--- src/hw/rtl/hole_fit_allocator_assert.svh ---
// ----------------------------------------------------------------------------
// Hole fit allocator assertion macros
// Shared concurrent assertion forms used by the RTL of the allocator.
// ----------------------------------------------------------------------------
`ifndef HOLE_FIT_ALLOCATOR_ASSERT_SVH
`define HOLE_FIT_ALLOCATOR_ASSERT_SVH

// Same-cycle implication, disabled while reset is asserted.
`define HFA_ASSERT_IMP(label, clk, rst_n, ante, cons, msg) \
    label: assert property (@(posedge clk) disable iff (!rst_n) (ante) |-> (cons)) \
        else $error(msg);

// Next-cycle implication, disabled while reset is asserted.
`define HFA_ASSERT_NXT(label, clk, rst_n, ante, cons, msg) \
    label: assert property (@(posedge clk) disable iff (!rst_n) (ante) |=> (cons)) \
        else $error(msg);

`endif

--- src/hw/rtl/hfa_pkg.sv ---
// ----------------------------------------------------------------------------
// hfa_pkg
// Types, codes and default sizes for the hole fit allocator.
// ----------------------------------------------------------------------------
`default_nettype none

package hfa_pkg;

    localparam int HOLE_ENTRIES_DEF = 16;
    localparam int SIZE_BITS_DEF    = 16;

    localparam int SIZE_W    = 16;  // size_value / hole_remaining port width
    localparam int INDEX_W   = 4;   // hole_index port width
    localparam int COUNT_W   = 5;   // hole_count / hole_number width
    localparam int REQ_CNT_W = 16;  // request_number width
    localparam int CFG_IDX_W = 1;
    localparam int CFG_DAT_W = 5;

    typedef enum logic [CFG_IDX_W-1:0] {
        CFG_FIT_MODE   = 1'b0,
        CFG_HOLE_COUNT = 1'b1
    } t_cfg_idx;

    typedef enum logic {
        OP_LOAD  = 1'b0,
        OP_ALLOC = 1'b1
    } t_op;

    typedef enum logic {
        FIT_FIRST = 1'b0,
        FIT_BEST  = 1'b1
    } t_fit;

    typedef enum logic [3:0] {
        ST_IDLE  = 4'b0001,
        ST_LOAD  = 4'b0010,
        ST_SCAN  = 4'b0100,
        ST_WRITE = 4'b1000
    } t_state;

endpackage

`default_nettype wire

--- src/hw/rtl/hole_fit_allocator.sv ---
// ----------------------------------------------------------------------------
// hole_fit_allocator
// First-fit / best-fit allocator over a table of free-hole sizes.
// ----------------------------------------------------------------------------
//
//  channel   signals                                  direction
//  --------  ---------------------------------------  ---------
//  request   i_req_valid / o_req_ready + item fields  in
//  response  o_rsp_valid / i_rsp_ready + result       out
//  config    i_cfg_wr_en, i_cfg_index, i_cfg_wdata    in
//
//  A load request passes through ST_LOAD, which writes the indexed hole and registers
//  the result. An allocate request scans active = min(hole_count, HOLE_ENTRIES)
//  entries in ST_SCAN (none when no hole is in use), then ST_WRITE when granted.
//  One comparator walks the hole RAM entry by entry behind its registered
//  read port, then writes back.
//  One request at a time: o_req_ready is low while a request is in work or a
//  result waits. Reset is synchronous; the hole table reads as zero after it.
//
`default_nettype none

`include "hole_fit_allocator_assert.svh"

module hole_fit_allocator #(
    parameter int HOLE_ENTRIES = hfa_pkg::HOLE_ENTRIES_DEF,
    parameter int SIZE_BITS    = hfa_pkg::SIZE_BITS_DEF
) (
    input  wire logic                          i_clk,
    input  wire logic                          i_rst_n,
    // configuration
    input  wire logic                          i_cfg_wr_en,
    input  wire logic [hfa_pkg::CFG_IDX_W-1:0] i_cfg_index,
    input  wire logic [hfa_pkg::CFG_DAT_W-1:0] i_cfg_wdata,
    // request
    input  wire logic                          i_req_valid,
    output logic                               o_req_ready,
    input  wire logic                          i_operation,
    input  wire logic [hfa_pkg::INDEX_W-1:0]   i_hole_index,
    input  wire logic [hfa_pkg::SIZE_W-1:0]    i_size_value,
    input  wire logic                          i_final_item,
    // response
    output logic                               o_rsp_valid,
    input  wire logic                          i_rsp_ready,
    output logic                               o_granted,
    output logic      [hfa_pkg::COUNT_W-1:0]   o_hole_number,
    output logic      [hfa_pkg::SIZE_W-1:0]    o_hole_remaining,
    output logic      [hfa_pkg::REQ_CNT_W-1:0] o_request_number,
    output logic                               o_final_result
);

    import hfa_pkg::*;

    localparam int ADDR_W = (HOLE_ENTRIES > 1) ? $clog2(HOLE_ENTRIES) : 1;
    localparam logic [COUNT_W-1:0] ENT_CLAMP =
        (HOLE_ENTRIES > 31) ? COUNT_W'(31) : COUNT_W'(HOLE_ENTRIES);
    localparam logic [REQ_CNT_W-1:0] REQ_MAX = '1;

    // configuration
    logic                 r_fit_mode;
    logic [COUNT_W-1:0]   r_hole_count;

    // latched request
    logic                 r_op;
    logic [INDEX_W-1:0]   r_idx;
    logic [SIZE_BITS-1:0] r_sz;
    logic                 r_fin;

    // sequencer and scan state
    t_state               r_state, n_state;
    logic [REQ_CNT_W-1:0] r_req_cnt, n_req_cnt;
    logic [COUNT_W-1:0]   r_active, n_active;
    logic [COUNT_W-1:0]   r_scan, n_scan;
    logic                 r_cmp_vld, n_cmp_vld;
    logic [COUNT_W-1:0]   r_cmp_idx, n_cmp_idx;
    logic                 r_rd_vbit;
    logic                 r_found, n_found;
    logic [COUNT_W-1:0]   r_pick, n_pick;
    logic [SIZE_BITS-1:0] r_best, n_best;
    logic [HOLE_ENTRIES-1:0] r_valid;

    // result register
    logic                 r_out_valid, n_out_valid;
    logic                 r_out_granted, n_out_granted;
    logic [COUNT_W-1:0]   r_out_hole_num, n_out_hole_num;
    logic [SIZE_W-1:0]    r_out_remain, n_out_remain;
    logic [REQ_CNT_W-1:0] r_out_req_num, n_out_req_num;
    logic                 r_out_final, n_out_final;

    logic                 w_req_acc;
    logic [31:0]          w_sz_ext;
    logic [SIZE_BITS-1:0] w_sz_in;
    logic                 w_idx_ok;
    logic [COUNT_W-1:0]   w_cnt_clamped;
    logic [ADDR_W-1:0]    w_raddr;
    logic [31:0]          w_raddr_ext;
    logic                 w_ram_we;
    logic [COUNT_W-1:0]   w_waddr_c;
    logic [31:0]          w_waddr_ext;
    logic [ADDR_W-1:0]    w_waddr;
    logic [SIZE_BITS-1:0] w_wdata;
    logic [SIZE_BITS-1:0] w_rdata;
    logic [SIZE_BITS-1:0] w_hole;
    logic [SIZE_BITS-1:0] w_diff;
    logic [31:0]          w_diff_ext;
    logic                 w_fit;
    logic                 w_better;
    logic                 w_take;

    assign w_req_acc = i_req_valid & o_req_ready;

    assign w_sz_ext = {16'b0, i_size_value};
    assign w_sz_in  = w_sz_ext[SIZE_BITS-1:0];
    assign w_idx_ok = (32'(r_idx) < HOLE_ENTRIES);

    assign w_cnt_clamped = (32'(r_hole_count) > HOLE_ENTRIES) ? ENT_CLAMP : r_hole_count;

    assign w_raddr_ext = 32'(r_scan);
    assign w_raddr     = w_raddr_ext[ADDR_W-1:0];
    assign w_waddr_ext = 32'(w_waddr_c);
    assign w_waddr     = w_waddr_ext[ADDR_W-1:0];

    // shared compare unit: an entry never written reads as zero
    assign w_hole   = r_rd_vbit ? w_rdata : '0;
    assign w_fit    = (w_hole >= r_sz);
    assign w_better = !r_found || ((r_fit_mode == FIT_BEST) && (w_hole < r_best));
    assign w_take   = r_cmp_vld && w_fit && w_better;

    assign w_diff     = r_best - r_sz;
    assign w_diff_ext = 32'(w_diff);

    hfa_ram #(
        .WIDTH  (SIZE_BITS),
        .DEPTH  (HOLE_ENTRIES),
        .ADDR_W (ADDR_W)
    ) u_hole_ram (
        .i_clk   (i_clk),
        .i_we    (w_ram_we),
        .i_waddr (w_waddr),
        .i_wdata (w_wdata),
        .i_raddr (w_raddr),
        .o_rdata (w_rdata)
    );

    always_comb begin
        n_state        = r_state;
        n_req_cnt      = r_req_cnt;
        n_active       = r_active;
        n_scan         = r_scan;
        n_cmp_vld      = 1'b0;
        n_cmp_idx      = r_cmp_idx;
        n_found        = r_found;
        n_pick         = r_pick;
        n_best         = r_best;
        n_out_valid    = r_out_valid & ~i_rsp_ready;
        n_out_granted  = r_out_granted;
        n_out_hole_num = r_out_hole_num;
        n_out_remain   = r_out_remain;
        n_out_req_num  = r_out_req_num;
        n_out_final    = r_out_final;
        w_ram_we       = 1'b0;
        w_waddr_c      = {1'b0, r_idx};
        w_wdata        = r_sz;

        case (r_state)
            ST_IDLE: begin
                if (w_req_acc) begin
                    n_scan   = '0;
                    n_found  = 1'b0;
                    n_active = w_cnt_clamped;
                    if (i_operation == OP_LOAD) begin
                        n_req_cnt = '0;
                        n_state   = ST_LOAD;
                    end else begin
                        if (r_req_cnt != REQ_MAX) begin
                            n_req_cnt = r_req_cnt + 1'b1;
                        end
                        n_state = ST_SCAN;
                    end
                end
            end
            ST_LOAD: begin
                w_ram_we       = w_idx_ok;
                n_out_valid    = 1'b1;
                n_out_granted  = 1'b0;
                n_out_hole_num = '0;
                n_out_remain   = '0;
                n_out_req_num  = '0;
                n_out_final    = r_fin;
                n_state        = ST_IDLE;
            end
            ST_SCAN: begin
                // issue the next read while comparing the previous one
                if (r_scan != r_active) begin
                    n_scan    = r_scan + 1'b1;
                    n_cmp_vld = 1'b1;
                    n_cmp_idx = r_scan;
                end
                if (w_take) begin
                    n_found = 1'b1;
                    n_pick  = r_cmp_idx;
                    n_best  = w_hole;
                end
                if ((r_scan == r_active) && !r_cmp_vld) begin
                    if (r_found) begin
                        n_state = ST_WRITE;
                    end else begin
                        n_out_valid    = 1'b1;
                        n_out_granted  = 1'b0;
                        n_out_hole_num = '0;
                        n_out_remain   = '0;
                        n_out_req_num  = r_req_cnt;
                        n_out_final    = r_fin;
                        n_state        = ST_IDLE;
                    end
                end
            end
            ST_WRITE: begin
                // shrink the chosen hole
                w_ram_we       = 1'b1;
                w_waddr_c      = r_pick;
                w_wdata        = w_diff;
                n_out_valid    = 1'b1;
                n_out_granted  = 1'b1;
                n_out_hole_num = r_pick + 1'b1;
                n_out_remain   = w_diff_ext[SIZE_W-1:0];
                n_out_req_num  = r_req_cnt;
                n_out_final    = r_fin;
                n_state        = ST_IDLE;
            end
            default: begin
                n_state = ST_IDLE;
            end
        endcase
    end

    always_ff @(posedge i_clk) begin
        if (!i_rst_n) begin
            r_fit_mode   <= FIT_FIRST;
            r_hole_count <= '0;
        end else if (i_cfg_wr_en) begin
            case (i_cfg_index)
                CFG_FIT_MODE:   r_fit_mode   <= i_cfg_wdata[0];
                CFG_HOLE_COUNT: r_hole_count <= i_cfg_wdata;
                default: begin
                    r_fit_mode <= r_fit_mode;
                end
            endcase
        end
    end

    always_ff @(posedge i_clk) begin
        if (!i_rst_n) begin
            r_state     <= ST_IDLE;
            r_req_cnt   <= '0;
            r_scan      <= '0;
            r_active    <= '0;
            r_cmp_vld   <= 1'b0;
            r_found     <= 1'b0;
            r_out_valid <= 1'b0;
            r_valid     <= '0;
        end else begin
            r_state     <= n_state;
            r_req_cnt   <= n_req_cnt;
            r_scan      <= n_scan;
            r_active    <= n_active;
            r_cmp_vld   <= n_cmp_vld;
            r_found     <= n_found;
            r_out_valid <= n_out_valid;
            if (w_ram_we) begin
                r_valid[w_waddr] <= 1'b1;
            end
        end
    end

    always_ff @(posedge i_clk) begin
        if (w_req_acc) begin
            r_op  <= i_operation;
            r_idx <= i_hole_index;
            r_sz  <= w_sz_in;
            r_fin <= i_final_item;
        end
        r_rd_vbit      <= r_valid[w_raddr];
        r_cmp_idx      <= n_cmp_idx;
        r_pick         <= n_pick;
        r_best         <= n_best;
        r_out_granted  <= n_out_granted;
        r_out_hole_num <= n_out_hole_num;
        r_out_remain   <= n_out_remain;
        r_out_req_num  <= n_out_req_num;
        r_out_final    <= n_out_final;
    end

    assign o_req_ready      = (r_state == ST_IDLE) && !r_out_valid;
    assign o_rsp_valid      = r_out_valid;
    assign o_granted        = r_out_granted;
    assign o_hole_number    = r_out_hole_num;
    assign o_hole_remaining = r_out_remain;
    assign o_request_number = r_out_req_num;
    assign o_final_result   = r_out_final;

    `HFA_ASSERT_IMP(a_refused_clean, i_clk, i_rst_n,
        o_rsp_valid && !o_granted,
        o_hole_number == 5'd0 && o_hole_remaining == 16'd0,
        "refused result carries hole fields")
    `HFA_ASSERT_IMP(a_grant_numbered, i_clk, i_rst_n,
        o_rsp_valid && o_granted,
        o_hole_number != 5'd0 && o_request_number != 16'd0,
        "grant without hole or request number")
    `HFA_ASSERT_NXT(a_no_instant_rsp, i_clk, i_rst_n,
        i_req_valid && o_req_ready,
        !o_rsp_valid && !o_req_ready,
        "result or ready right after accept")
    `HFA_ASSERT_IMP(a_scan_bound, i_clk, i_rst_n,
        r_state == ST_SCAN,
        r_scan <= r_active && r_op == OP_ALLOC,
        "scan past active holes or on a load")

endmodule

`default_nettype wire

--- src/hw/rtl/hfa_ram.sv ---
// ----------------------------------------------------------------------------
// hfa_ram
// Generic single-write, single-read RAM with registered read data.
// ----------------------------------------------------------------------------
`default_nettype none

module hfa_ram #(
    parameter int WIDTH = hfa_pkg::SIZE_BITS_DEF,
    parameter int DEPTH = hfa_pkg::HOLE_ENTRIES_DEF,
    parameter int ADDR_W = (DEPTH > 1) ? $clog2(DEPTH) : 1
) (
    input  wire logic              i_clk,
    input  wire logic              i_we,
    input  wire logic [ADDR_W-1:0] i_waddr,
    input  wire logic [WIDTH-1:0]  i_wdata,
    input  wire logic [ADDR_W-1:0] i_raddr,
    output logic      [WIDTH-1:0]  o_rdata
);

    logic [WIDTH-1:0] r_mem [DEPTH];
    logic [WIDTH-1:0] r_rdata;

    always_ff @(posedge i_clk) begin
        if (i_we) begin
            r_mem[i_waddr] <= i_wdata;
        end
        r_rdata <= r_mem[i_raddr];
    end

    assign o_rdata = r_rdata;

endmodule

`default_nettype wire
--- config.mk ---
export PLATFORM = sky130hd
export DESIGN_NAME = hole_fit_allocator
export DESIGN_NICKNAME = d
export VERILOG_FILES = /design/src/hw/rtl/hfa_pkg.sv /design/src/hw/rtl/hole_fit_allocator.sv /design/src/hw/rtl/hfa_ram.sv
export VERILOG_INCLUDE_DIRS = /design/src /design/src/hw/rtl
export SDC_FILE = /design/constraint.sdc
export NUM_CORES = 1
export LEC_CHECK = 0
export ABC_AREA = 1
export BUFFER_PORTS_ARGS = -buffer_cell sky130_fd_sc_hd__buf_2
export CAP_MARGIN = 0
export CORE_MARGIN = 5
export CORE_UTILIZATION = 50
export CTS_CLUSTER_SIZE = 8
export DETAILED_ROUTE_END_ITERATION = 16
export PLACE_DENSITY = 0.69
export SLEW_MARGIN = 40
export SYNTH_ARGS = -nofsm -noshare
export SYNTH_HDL_FRONTEND = slang
export SYNTH_SLANG_ARGS = --single-unit
export TNS_END_PERCENT = 1
--- constraint.sdc ---
create_clock -name i_clk -period 3.5 [get_ports i_clk]
set_clock_uncertainty 0.15 [all_clocks]
set_input_delay 0.175 -clock i_clk [delete_from_list [all_inputs] [get_ports i_clk]]
set_output_delay 0.175 -clock i_clk [all_outputs]
set_load 0.01 [all_outputs]
* Word level (Yosys, flattened, before mapping)
Memories as Yosys holds them, arrays and structs flattened. A register that Yosys moved wholly into a read port is not among the register bits.
Index checks and enable logic that the tools add are counted.
** Word-level totals
- Flip-flop bits (word level) :: 142
- RAM bits :: 256
- Input port bits :: 33
- Output and inout bits :: 41
- Memories :: 1
** Cells by class
- Add/sub/neg operators :: 4
- $lt $le $gt $ge :: 6
- Equal/unequal tests :: 13
- Mux-type cells :: 43
- Bitwise operators :: 5
- Reductions and logical operators :: 26
** Memories
- u_hole_ram.r_mem :: depth 16, width 16, rd ports 1, clocked after Yosys merged registers in 1, write ports 1, line hfa_ram.sv:20 : logic [WIDTH-1:0] r_mem [DEPTH];
** Operators by type and width (count)
- two-way mux 16 bit :: 8
- case mux 16 bit (3 select lines) :: 2
- two-way mux 5 bit :: 5
- adder 16 x 1 -> 16 bit, second input constant :: 1
- >= comparator 16 bit :: 1
- < comparator 16 bit :: 1
- two-way mux 4 bit :: 4
- inequality test 16 bit, second input constant :: 1
- bitwise OR 16 bit :: 1
- subtractor 16 bit :: 1
- case mux 5 bit (3 select lines) :: 1
- AND reduction 3 bit :: 5
- two-way mux 1 bit :: 14
- AND reduction 2 bit :: 7
- adder 5 x 1 -> 5 bit, second input constant :: 2
- < comparator 4 x 5 -> 1 bit, second input constant :: 2
- inequality test 2 bit, second input constant :: 5
- case mux 5 bit (2 select lines) :: 1
- case mux 4 bit (2 select lines) :: 1
- logical AND 1 bit :: 6
- case mux 1 bit (2 select lines) :: 3
- == test 5 bit :: 1
- greater-than comparator 5 bit, second input constant :: 1
- inequality test 5 bit :: 1
- other kinds (17) :: 22

* Depth between registers and ports, before layout
Gate-level depths: netlist of run 1.
- Depth in word-level cells :: 7
- Depth in mapped cells :: 16
- Mapped depth without buffers :: 14

* By module
Synthesis of run 1 repeated with hierarchy kept, for this count alone.
** Unflattened totals
- Cell total of the unflattened synthesis :: 1913
- Area total of the unflattened synthesis :: 18675.4 µm²
** Modules (own cells, without submodules)
- hfa_ram :: times used 1, cells each 1074, area an instance 11388.4 µm², seq. area each 8007.7 µm²
- hole_fit_allocator :: times used 1, cells each 839, area an instance 7287.0 µm², seq. area each 3703.6 µm²

* Least setup slack after synthesis of run 1
No wires, ideal clock.
- Path kind :: register to register
- From :: register r_rd_vbit
- To :: register r_best[0] (enable)
- Library setup time :: 376 ps
- Data arrival time :: 2098 ps
- Path slack :: 876 ps
- Cell stages (with the launch flop) :: 14
- Buffers on the path :: 2
- Period minus slack after synthesis :: 2624 ps
- Cell sequence :: dfxtp_1 buf_2 clkbuf_1 nand2_1 inv_1 ha_1 a21oi_1 a21boi_0 nand2_1 nand2_1 nand2_1 nand2_1 nand3_1 inv_1
** Between the ends
- Cells in the longest elaborated chain, start to end :: 6
- Elaborated cells on any way between the ends :: 8
- Those cells by class :: 2 x order compare; 1 x mux; 5 x reduce/logical
** RTL lines
- start: declaration :: line hole_fit_allocator.sv:75 : logic r_rd_vbit;
- start signal: assignment :: line hole_fit_allocator.sv:282 : r_rd_vbit <= r_valid[w_raddr];
- two-way mux 16 bit * :: line hole_fit_allocator.sv:123 : assign w_hole = r_rd_vbit ? w_rdata : '0;
- via w_hole[7] :: line hole_fit_allocator.sv:102 : logic [SIZE_BITS-1:0] w_hole;
- < comparator 16 bit :: line hole_fit_allocator.sv:125 : assign w_better = !r_found || ((r_fit_mode == FIT_BEST) && (w_hole < r_best));
- logical AND 1 bit :: line hole_fit_allocator.sv:125
- logical OR 1 bit :: line hole_fit_allocator.sv:125
- logical AND 1 bit * :: line hole_fit_allocator.sv:126 : assign w_take = r_cmp_vld && w_fit && w_better;
- AND reduction 2 bit (no source line) *
- end signal: assignment :: line hole_fit_allocator.sv:285 : r_best <= n_best;
- end: declaration :: line hole_fit_allocator.sv:78 : logic [SIZE_BITS-1:0] r_best, n_best;
The timed path passes the listed nets; every way through them passes the cells marked *.
A chain may end at the register's enable or synchronous reset.

* Worst setup path in the final report of run 1
- From :: register r_sz[0]
- To :: memory u_hole_ram.r_mem[3][14] (netlist bit) (data pin)
** Between the ends
- Cells in the longest elaborated chain, start to end :: 2
** RTL lines
- start: declaration :: line hole_fit_allocator.sv:65 : logic [SIZE_BITS-1:0] r_sz;
- start signal: assignment :: line hole_fit_allocator.sv:279 : r_sz <= w_sz_in;
- subtractor 16 bit :: line hole_fit_allocator.sv:128 : assign w_diff = r_best - r_sz;
- two-way mux 16 bit :: line hole_fit_allocator.sv:164 : case (r_state)
- via u_hole_ram.i_wdata[14] :: line hfa_ram.sv:15 : input wire logic [WIDTH-1:0] i_wdata,
- end: declaration :: line hfa_ram.sv:20
The timed path passes the listed nets, and every way through them passes these cells.

==> results of run 1 <==
-- worst max-delay path, delay by kind of cell, from the launching register on --
family	cells	cell delay, ns
fa+ha+maj	2	0.61
flops	1	0.42
buf+inv	2	0.24
compound gates	1	0.11
simple gates	7	1.09
-- registers in the layout (all words and copies together), names as in the netlist, 4 cells and up --
name,cells
o_hole_remaining,16
r_idx,4
r_scan,5
o_hole_number,5
u_hole_ram.r_mem,256
u_hole_ram.o_rdata,16
r_cmp_idx,5
r_hole_count,5
r_pick,5
r_valid,16
r_req_cnt,16
r_active,5
r_sz,16
r_best,16
r_state,4
o_request_number,16
-- path summary, 6_finish.rpt --
kind / from / endpoint / slack (ns) / depth (start not counted)
min reg2reg: r_cmp_idx[2] / r_pick[2] / 0.25 / 0
max reg2reg: r_sz[0] / u_hole_ram.r_mem[3][14] / 0.54 / 12
min: i_size_value[11] / r_sz[11] / 0.12 / 2
max: r_sz[0] / u_hole_ram.r_mem[3][14] / 0.54 / 12
-- layer usage --
metal / vias to the layer above / routed length (um) / part of all wire [%] / track usage (%)
li1: 5842 / - / - / -
met1: 6066 / 18300 / 41 / 30.6
met2: 496 / 20900 / 47 / 36.7
met3: 104 / 3650 / 8.3 / 4.61
met4: 0 / 1430 / 3.2 / 8.40
met5: - / 0 / 0 / 0
-- timing repair --
item                      4_1_cts  5_1_grt
hold endpoints to repair       45        0
hold buffers                   43        0
buffers inserted                0        0
-- cells by family (layout without fill, tap and decap cells) --
| family | count (synthesis) | count (layout) | share of synthesized area (%) |
|---|---|---|---|
| and+or+nand+nor | 533 | 533 | 12.9 |
| buffers and inverters | 225 | 415 | 4.97 |
| AOI/OAI and AO/OA | 347 | 347 | 11.3 |
| xor gates and xnor gates | 12 | 12 | 0.600 |
| adders and majority gates | 46 | 46 | 3.33 |
| DFF | 414 | 414 | 66.9 |
-- cell type report --
cell class                      instances  area [sq um]  area share (%)
Timing Repair Buffer                  149          1070            5.19
Multi-Input combinational cell        938          4950            24.0
Clock inverter                          3          90.1           0.437
Sequential cell                       414         11700            56.9
Inverter                              160           606            2.94
Clock buffer                          103          1600            7.76
Tap cell                              455           569            2.76
-- synth_stat cells (3+ instances only) --
cell	n
ha_1	45
or2_1	3
edfxtp_1	342
nor3_1	18
o22ai_1	43
a21oi_1	71
clkbuf_1	50
nand4_1	8
nor2_1	231
nor2_4	3
buf_2	9
inv_1	145
o21ai_0	170
xor2_1	11
nand2_1	185
a21boi_0	3
nand3_1	68
inv_2	12
buf_1	4
nor2_2	3
o211ai_1	7
dfxtp_1	72
o221ai_1	25
or2_2	3
o21bai_1	10
o21ai_2	4
-- stage by stage --
| stage | hold WS [ns] | area (sq um) | utilization [%] | total power, mW |
|---|---|---|---|---|
| after floorplan | 0.124 | 17500 | - | 6.86 |
| after global placement | 0.202 | 18500 | 53.4 | 7.37 |
| after detailed placement | 0.203 | 18500 | 53.5 | 7.42 |
| after CTS | 0.0990 | 20600 | 59.6 | 12.6 |
| after global routing | 0.109 | 20600 | 59.6 | 13.0 |
| final | 0.123 | 20600 | 59.6 | 12.5 |
-- power by group through the flow --
| stage | Sequential [mW] | Combinational, mW | Clock [mW] |
|---|---|---|---|
| floorplan | 5.95 | 0.917 | 0 |
| global placement | 5.95 | 1.42 | 0 |
| detailed placement | 5.95 | 1.47 | 0 |
| CTS | 5.85 | 1.52 | 5.19 |
| global route | 5.87 | 1.69 | 5.43 |
| finish | 5.86 | 1.53 | 5.11 |
==> results.txt, run 1 <==
Final wirelength: 44300 um
Cells after synthesis: 1577
Die ar.: 38900 sq um
CP Cell Sequence: ha_1, fa_1, inv_1, nand3_1, nand2_1, a21boi_0, inv_1, nand4_1, nand2_1, or2_2, nand3_1, nand2_1
Post_cts resized: 0
Boundary Pins: 74
Predominant post-synthesis flop cell: edfxtp_1
Most used cell, CP: nand2_1
Unrepaired setup endpoints after global routing: no
Routed Antenna Nets: 0
Yosys reg bits: 414
Ant. Diodes: 0
DR pass1 iterations: 5
Die Wd: 197 um
Yosys cell types: 50
Max Fclk: 338 MHz
Top cell type's share of synthesized area: 58.7%
Setup slack after layout: 0.544 ns
Pre-CTS setup slack: 0.616 ns
Max incr delay on CP: 0.42 ns
Total gr overflow: 0
FP Rows: 68
Internal: 9.27 mW
CTS sink count: 414
Fin cells: 2222
Final hold vios: 0
Placer Congestion: 0.918
Hold crit path type: input port to register
Core area: 34500 sq um
Mapped Area: 17500 sq um
H-tree lvl count: 2
Max-slew violations: 0
Drt wl/cell: 19.9 um
Fillers: 2741
Die Span Y: 197 um
Number of enable flip-flop cells after synthesis: 342
Clock transition at path regs: 0.06 ns
Antenna violations before repair: 1
Switching Share: 25.9%
CTS Buf Count: 57
Final setup TNS: 0 ns
Flop pwr share: 46.9%
Largest area contributor in the netlist: edfxtp_1
Area Overhead vs Synth: 17.6%
Global Route Usage Sum: 22.7%
Initial Utilization: 50.7%
Via count: 12500
Critical Path RT: 3.66 ns
Ys async rst share: 0%
Share of cells above drive strength 1: 12.1%
Worst rel slew slack: 44.5%
Setup violators final: 0
Port Buffer Count: 73
Final min period: 2.96 ns
Pwr dens: 607 nW/um^2
Final period utilization: 84.5%
Vias in the first global route: 12300
NetSw: 3.23 mW
Ys Warns: 0
CTS tree: done
Syn Nets: 1656
Number of remaining DRC errors: 0
Placed Cells: 2073
CP Class: register to register
Top post-synthesis cells by area: edfxtp_1, dfxtp_1, nor2_1
Clock network power share: 40.9%
Share of total power in combinational logic: 12.2%
Nets: 1799
Crit path max fanout: 16
Endpoint class of the critical path: register
DP HPWL: 26400 um
Largest net degree at the start of global routing: 97
Peak supply drop: 0.445 mV
Most common cell after layout, fill and taps aside: edfxtp_1
Most frequent cells in the layout: edfxtp_1, nor2_1, nand2_1, o21ai_0, inv_1
Worst Tran Pin Value: 0.833 ns
Post-Syn Area per Cell: 11.1 sq um
CP startpoint kind: register
Status: completed
Pleak: 7.87 nW
Vias per inst: 5.63
Drt initial violations: 1016
Register area share after synthesis: 66.9%
Max Cap Violations: 0
Root buffer cell: clkbuf_16
Worst-case clock buffer depth: 3
First-pass GRT wire length: 68500 um
Crit-path slowest cell: edfxtp_1
Worst-skew pair later-pin latency: 0.61 ns
Critical path arrival: 3.11 ns
Note: power is estimated with default switching activity, not from simulation.
==> run 2: changes to the inputs <==
--- a/config.mk
+++ b/config.mk
@@ -13,7 +13,7 @@
 export CORE_UTILIZATION = 50
 export CTS_CLUSTER_SIZE = 8
 export DETAILED_ROUTE_END_ITERATION = 16
-export PLACE_DENSITY = 0.69
+export PLACE_DENSITY = 0.71
 export SLEW_MARGIN = 40
 export SYNTH_ARGS = -nofsm -noshare
 export SYNTH_HDL_FRONTEND = slang
==> constraint.sdc (replaced) <==
create_clock -name i_clk -period 2.6 [get_ports i_clk]
set_clock_uncertainty 0.15 [all_clocks]
set_input_delay 0.13 -clock i_clk [delete_from_list [all_inputs] [get_ports i_clk]]
set_output_delay 0.13 -clock i_clk [all_outputs]
set_load 0.01 [all_outputs]
==> run 2 against run 1 <==
  * Flip-flop and latch count stayed put
  * Global-route usage is 0.58 points higher
  * Core utilization is 2.4 points higher
  * Register-to-register slack worse by 0.47 ns
  * First-iteration DRC count is 20% higher
  * Critical path depth is 2 higher
  * Worst setup slack worse by 0.47 ns
  * Final cell count is 2.9% higher
  * Non-clock buffer count is 64 higher
  * Routed wire length is 4.2% higher
==> results.txt, run 2 (synthesis results as in run 1) <==
Status: completed (unchanged)
Vias in the first global route: 12700 (was 12300)
CP startpoint kind: register (unchanged)
FP Rows: 68 (unchanged)
Ant. Diodes: 0 (unchanged)
Global Route Usage Sum: 23.2% (was 22.7%)
Initial Utilization: 50.7% (unchanged)
Final wirelength: 46100 um (was 44300 um)
Worst-skew pair later-pin latency: 0.59 ns (was 0.61 ns)
Peak supply drop: 0.709 mV (was 0.445 mV)
Setup slack after layout: 0.0750 ns (was 0.544 ns)
Seq. cell area: 11700 sq um (unchanged)
Fillers: 2639 (was 2741)
Final period utilization: 97.1% (was 84.5%)
Total gr overflow: 0 (unchanged)
Vias per inst: 5.62 (was 5.63)
Drt wl/cell: 20.2 um (was 19.9 um)
Die ar.: 38900 sq um (unchanged)
Root buffer cell: clkbuf_16 (unchanged)
Worst path bufs/invs: 4 (was 2)
Total power: 17.0 mW (was 12.5 mW)
Largest net degree at the start of global routing: 124 (was 97)
Unrepaired setup endpoints after global routing: yes (was no)
Antenna violations before repair: 0 (was 1)
Crit path max fanout: 8 (was 16)
Via count: 12900 (was 12500)
Critical Path RT: 2.78 ns (was 3.66 ns)
DR pass1 iterations: 6 (was 5)
Core area: 34500 sq um (unchanged)
CTS Buf Count: 57 (unchanged)
Worst hold slack: 0.101 ns (was 0.123 ns)
Pwr dens: 794 nW/um^2 (was 607 nW/um^2)
CP Class: register to register (unchanged)
Worst-case clock buffer depth: 3 (unchanged)
Critical path arrival: 2.71 ns (was 3.11 ns)
Worst Tran Pin Value: 0.851 ns (was 0.833 ns)
Port Buffer Count: 73 (unchanged)
First-pass GRT wire length: 70500 um (was 68500 um)
Clock transition at path regs: 0.05 ns (was 0.06 ns)
Endpoint class of the critical path: register (unchanged)
Biggest register: u_hole_ram.r_mem (unchanged)
Boundary Pins: 74 (unchanged)
Worst rel slew slack: 43.2% (was 44.5%)
Crit-path slowest cell: edfxtp_1 (unchanged)
Max-slew violations: 0 (unchanged)
Most used cell, CP: buf_4 (was nand2_1)
Most common cell after layout, fill and taps aside: edfxtp_1 (unchanged)
CTS sink count: 414 (unchanged)
Max Fclk: 396 MHz (was 338 MHz)
CP Cell Sequence: ha_4, fa_2, inv_2, nand3_1, nand2_2, buf_4, a21boi_1, inv_1, a21oi_1, nor2_1, nand2_1, nand3_2, o21ai_2, buf_4 (was ha_1, fa_1, inv_1, nand3_1, nand2_1, a21boi_0, inv_1, nand4_1, nand2_1, or2_2, nand3_1, nand2_1)
H-tree lvl count: 2 (unchanged)
Drt initial violations: 1220 (was 1016)
Pre-CTS setup slack: -0.219 ns (was 0.616 ns)
Number of remaining DRC errors: 0 (unchanged)
Die Span Y: 197 um (unchanged)
Most frequent cells in the layout: edfxtp_1, nor2_1, nand2_1, o21ai_0, inv_1 (unchanged)
Die Wd: 197 um (unchanged)
Final hold vios: 0 (unchanged)
Max Cap Violations: 0 (unchanged)
DP HPWL: 27600 um (was 26400 um)
Pleak: 8.24 nW (was 7.87 nW)
Placer Congestion: 0.942 (was 0.918)
Nets: 1864 (was 1799)
Max incr delay on CP: 0.43 ns (was 0.42 ns)
Area Overhead vs Synth: 22.5% (was 17.6%)
Critical path's top delay family: adder cells (was simple AND/OR/NAND/NOR gates)
Hold crit path type: input port to register (unchanged)
Final min period: 2.53 ns (was 2.96 ns)
Multi-input gate area: 5060 sq um (was 4950 sq um)
Share of cells above drive strength 1: 16.2% (was 12.1%)
Setup violators final: 0 (unchanged)
Max reg flops: 256 (unchanged)
Routed Antenna Nets: 0 (unchanged)
CTS tree: done (unchanged)
Final core utilization: 62.1% (was 59.6%)
-- run 2: changes by cell type in the layout (fill, tap and decap cells not counted), moves of 4 or more --
cell / previous run / this run
nand3_2: 2 / 6
buf_4: 31 / 70
nand3_1: 68 / 63
o21ai_0: 169 / 164
inv_1: 144 / 140
buf_12: 2 / 24
-- run 2: layout make-up --
cell class              instances  area share [%]
repair buffers                213            8.56
multi-input cells             939            23.6
flip-flops and latches        414            54.7
well taps                     455            2.66
inverters                     160            2.85
clock inverters                 1          0.0759
clock buffers                 105            7.59
-- run 2: path summary, 6_finish.rpt --
check | end | from | slack, ns | depth (start not counted)
worst min-delay path | r_sz[13] | i_size_value[13] | 0.10 | 2
worst max register to register | u_hole_ram.r_mem[13][10] | r_sz[0] | 0.07 | 14
worst min register to register | r_pick[4] | r_cmp_idx[4] | 0.27 | 0
worst max-delay path | u_hole_ram.r_mem[13][10] | r_sz[0] | 0.07 | 14
-- run 2: layer usage --
metal  share of wire [%]  wire length (um)  track usage (%)  vias to the layer above
met5                   0                 0                0                        -
met4                 2.7              1240             7.27                        0
met3                 8.1              3740             4.76                      108
met2                  49             22400             38.9                      564
met1                  41             18700             30.8                     6223
li1                    -                 -                -                     5968
-- run 2: stage by stage --
stage | area [sq um] | std cells | TNS (ns)
floorplan | 17500 | 1577 | 0
global placement | 19200 | 2133 | -9.42
global route | 21400 | 2287 | -0.669
finish | 21400 | 2287 | 0
detailed placement | 19200 | 2134 | -11.76
CTS | 21300 | 2284 | 0
-- run 2: worst register-to-register path: stages, from the launching register on --
cell,delay [ns]
edfxtp_1,0.43
ha_4,0.19
fa_2,0.33
inv_2,0.07
nand3_1,0.08
nand2_2,0.11
buf_4,0.13
a21boi_1,0.05
inv_1,0.11
a21oi_1,0.10
nor2_1,0.09
nand2_1,0.07
nand3_2,0.10
o21ai_2,0.09
buf_4,0.18
-- run 2: power by group --
part           switching [mW]  leakage (nW)  internal (mW)
sequential              0.117          3.66           7.74
clock                    2.64         0.777           4.15
combinational            1.58          3.80          0.797
-- run 2: what timing repair did --
action                     in CTS  in global routing
setup endpoints to repair     137                190
pin swaps                       0                  4
hold endpoints to repair       53                  0
resized for setup              14                 34
hold buffers                   43                  0
buffers inserted                0                  1
cloned                          1                  2
